[config.mk]
export PLATFORM = sky130hd
export DESIGN_NAME = kts_ram
export DESIGN_NICKNAME = d
export VERILOG_FILES = /design/src/kts_ram.sv
export SDC_FILE = /design/constraint.sdc
export NUM_CORES = 1
export LEC_CHECK = 0
export ABC_CLOCK_PERIOD_IN_PS = 3100
export BUFFER_PORTS_ARGS = -buffer_cell sky130_fd_sc_hd__buf_2
export CAP_MARGIN = 20
export CORE_MARGIN = 2
export CORE_UTILIZATION = 55
export CTS_CLUSTER_SIZE = 25
export DETAILED_ROUTE_END_ITERATION = 10
export PLACE_DENSITY_LB_ADDON = 0.12
export SETUP_SLACK_MARGIN = 0.05
export SYNTH_ARGS = -nofsm -noshare
export SYNTH_HDL_FRONTEND = slang
export SYNTH_SLANG_ARGS = --single-unit
export TNS_END_PERCENT = 10
[constraint.sdc]
create_clock -name clk_i -period 3.1 [get_ports clk_i]
set_clock_uncertainty 0.15 [all_clocks]
set_input_delay 0.62 -clock clk_i [delete_from_list [all_inputs] [get_ports clk_i]]
set_output_delay 0.62 -clock clk_i [all_outputs]
set_load 0.1 [all_outputs]
[src/kts_ram.sv]
`timescale 1ns / 1ps
// Generic simple dual-port RAM: one write port, one registered read port.
// No dependencies.
module kts_ram #(
  parameter int unsigned WIDTH = 8,
  parameter int unsigned DEPTH = 64
) (
  input  logic                     clk_i,
  input  logic                     we_i,
  input  logic [$clog2(DEPTH)-1:0] waddr_i,
  input  logic [WIDTH-1:0]         wdata_i,
  input  logic [$clog2(DEPTH)-1:0] raddr_i,
  output logic [WIDTH-1:0]         rdata_o
);

  logic [WIDTH-1:0] mem_q [DEPTH];
  logic [WIDTH-1:0] rdata_q;

  always_ff @(posedge clk_i) begin
    if (we_i) begin
      mem_q[waddr_i] <= wdata_i;
    end
    rdata_q <= mem_q[raddr_i];
  end

  assign rdata_o = rdata_q;

endmodule

Yosys cells after proc, flatten, opt, wreduce, memory -nomap -nowiden:

Memory sizes are Yosys's and may differ from the RTL's. A register that Yosys moved wholly into a read port is not among the register bits.
Cells that the tools add are included.

* multiplexer cells: 2

Operator list (count)
* two-way mux 1 bit: 2

* RAM bits: 512
* output and inout port bits: 8
* memories: 1
* logic and storage cells: 3
* bits of input ports: 22
* register bits after elaboration: 0

Memory list
* mem_q: words 64, width 8, read ports 1, clocked after memory_dff 1, wr ports 1, RTL line 16 `logic [WIDTH-1:0] mem_q [DEPTH];`

Depth between registers and ports, before layout:

* depth in word-level cells: 2
* gate-level depth with buffers: 9
* gate-level depth less buffers: 5

Worst setup path after synthesis:

Ideal clock, no wire load.

* path kind: input port to flip-flop
* from: input port raddr_i[1]
* to: register rdata_q[3] (netlist: rdata_o[3]) (read register of mem_q)
* path buffers: 3
* data required time: 2.822 ns
* arrival time: 2.160 ns
* setup slack: 0.662 ns
* setup time: 0.128 ns
* cell stages on the path: 7
* cell sequence: buf_4 -> buf_2 -> buf_2 -> mux4_2 -> mux4_2 -> o21ai_1 -> o41ai_1

RTL lines
* start: declaration: RTL line 12 `input logic [$clog2(DEPTH)-1:0] raddr_i,`
* end: declaration: RTL line 17 `logic [WIDTH-1:0] rdata_q;`

==> run metrics <==
outcome=completed; most used cell, CP=mux4_2; Critical Path Max Stage Delay=roughly 550 ps; largest net degree at the start of global routing=65; Synth Flop Type=edfxtp_1; Power Dens Cells=roughly 620 nW/um^2; worst slew pin tran=744 ps; PostCTS Resize Cnt=0; DR vias/cell=6.18; critical path arrival=2610 ps; GP Congestion=0.851; VDD IR-drop max=between 500 and 600 uV; Cell Rows=70; # IOs=30; Max Cap Viol=0; initial antenna violation count=2; EDFF count, synth=512; warning count from the yosys run=0; DIE AREA=38200 sq um; vias in the first global route=10000; critical-path cell list=clkbuf_8 > buf_12 > mux4_2 > mux4_2 > nor2_1 > o32ai_1; FFs w/ async S/R, synth=0%; hold bufs inserted after CTS=0; total negative setup slack=0 ps; FF-to-FF setup slack=930 ps; initial core utilization=55.5%; Mapped Cells=940; # port buffers=29; Hold Path Origin=wdata_i[0]; Achievable Freq=~430 MHz; Final ANT Viol Nets=0; DR WL/cell=about 28 microns; layout cell share with drive strength beyond 1=between 30% and 40%; cells on worst reg2reg path=5; RSZ-0062 raised after global routing=no; FF-to-FF Start=mem_q[29][6]$_DFFE_PP_; Worst Hold End=mem_q[11][0]$_DFFE_PP_; Layout Nets=1103; area grow syn2layout=14.3%; Cell variety after synth=40; Crit. path cell count=6; dpl ws=between 100 and 150 ps; Seq/Total Area, Yosys=77.0%; relative slew slack=50.4%; commonest non-fill, non-tap cell in the layout=edfxtp_1; fin crit period=2310 ps; Pleak=0.00743 uW; Syn Area/Cell=21.5 sq um; final hold vios=0; CTS buffer count=52; most frequent cells in the layout=edfxtp_1, mux4_2, buf_4; # setup viols final=0; 1st-pass router iterations=5; Synth Net Count=a little under 1000; Synth top area share=76.2%; Area contributors post-synth=edfxtp_1, mux4_2, nor2_1; hold path cells=1; CP delay by family, top=multiplexers; # clock sinks=520; CTS H-Tree Depth=2; clk_lat worst skew=roughly 580 ps; critical path class=in -> reg; fin crit share=around three quarters; CTS Buffer Depth=3; Core Footprint=36300 sq um; die width=about 200 microns; Buf/Inv on CP=2; synthesis-stage register bit count=520; final wirelength=44100 microns; Tot GR Track Use=about a quarter; CP max-delay cell=mux4_2; Synth Cell Area=20200 sq um; worst reg2reg path endpoint=rdata_o[6]$_DFF_P_; Critical Path Start Type=input port; DR DRC count=0; Post-DP HPWL=28300 microns; clock-pin slew on the worst setup and hold paths=approximately 60 ps; CTS root buf=clkbuf_16; top cell type by total area after synthesis=edfxtp_1; Hold Path Class=in -> reg; via count=9794; chip height=195 microns; total gr overflow=0; Worst Path Required=3400 ps; global-route wire length before repair=64900 microns; crit path capture type=flop; Slew Viols, Final=0; CP max FO=28; Setup Fix Bufs, Post-CTS=0; initial DRC count=910; PnR worst setup slack=787 ps; TritonCTS clock tree=yes
## cells in the mapped netlist, drive strengths merged (6+ instances only)
cell / count
o22ai: 8
edfxtp: 512
mux4: 126
buf: 34
mux2i: 23
o221ai: 8
nor3: 7
nor2: 83
nor2b: 14
dfxtp: 8
clkbuf: 17
a221oi: 6
nand2: 19
nand3: 13
mux2: 13
nand2b: 7
## worst max-delay path by stage
| stage | from | end | slack, ps |
|---|---|---|---|
| 2_1_floorplan | raddr_i[1] | rdata_o[3]$_DFF_P_ | 660 |
| 3_3_place_gp | raddr_i[0] | rdata_o[6]$_DFF_P_ | 150 |
| 3_5_place_dp | raddr_i[0] | rdata_o[6]$_DFF_P_ | 130 |
| 4_1_cts | raddr_i[0] | rdata_o[6]$_DFF_P_ | 750 |
| 5_1_grt | raddr_i[0] | rdata_o[6]$_DFF_P_ | 710 |
| 6_report | raddr_i[0] | rdata_o[6]$_DFF_P_ | 790 |
## layer usage
metal  vias to the layer above  track usage (%)  share of wire (%)  wire length [microns]
met5                         -                0                  0                      0
met4                         0             9.95                3.9                   1700
met3                       103             4.42                7.1                   3120
met2                       360             37.8                 48                  21000
met1                      5119             33.5                 41                  18300
li1                       4212                -                  -                      -
## stage by stage
step	cells	total power (uW)	area (sq um)	hold WS, ps	utilization (%)
after floorplan	940	8460	20200	568	-
after global routing	1586	14800	23100	241	63.4
after detailed placement	1495	8810	21500	691	59.2
after CTS	1584	14500	23000	220	63.4
final	1586	14400	23100	251	63.4
after global placement	1495	8800	21500	653	59.2
## power breakdown
group	switching [uW]	total, uW	internal [uW]
registers	23.8	7810	7780
clock network	2480	5750	3270
logic	547	848	301
## sequential cells by signal, summed over array words and instances, names as in the netlist
| name | count |
|---|---|
| mem_q | 512 |
| rdata_o | 8 |
## area by class of cell
type,count,area (sq um)
Tap cell,468,586
Fill cell,2462,13300
Clock buffer,66,1380
Antenna cell,2,5.00
Multi-Input combinational cell,369,4320
Clock inverter,23,160
Timing Repair Buffer,138,1080
Sequential cell,520,15500
## kinds of logic (layout without fill, tap and decap cells)
kind of cell	count (synthesis)	after routing	synth area share, %
multiplexers	162	162	15.9
AO/OA/AOI/OAI	54	54	2.07
flip-flops	520	520	77.0
AND/OR/NAND/NOR	153	153	3.39
other	0	2	0
buffers and inverters	51	227	1.57
Power figures use the tool's default switching activity.
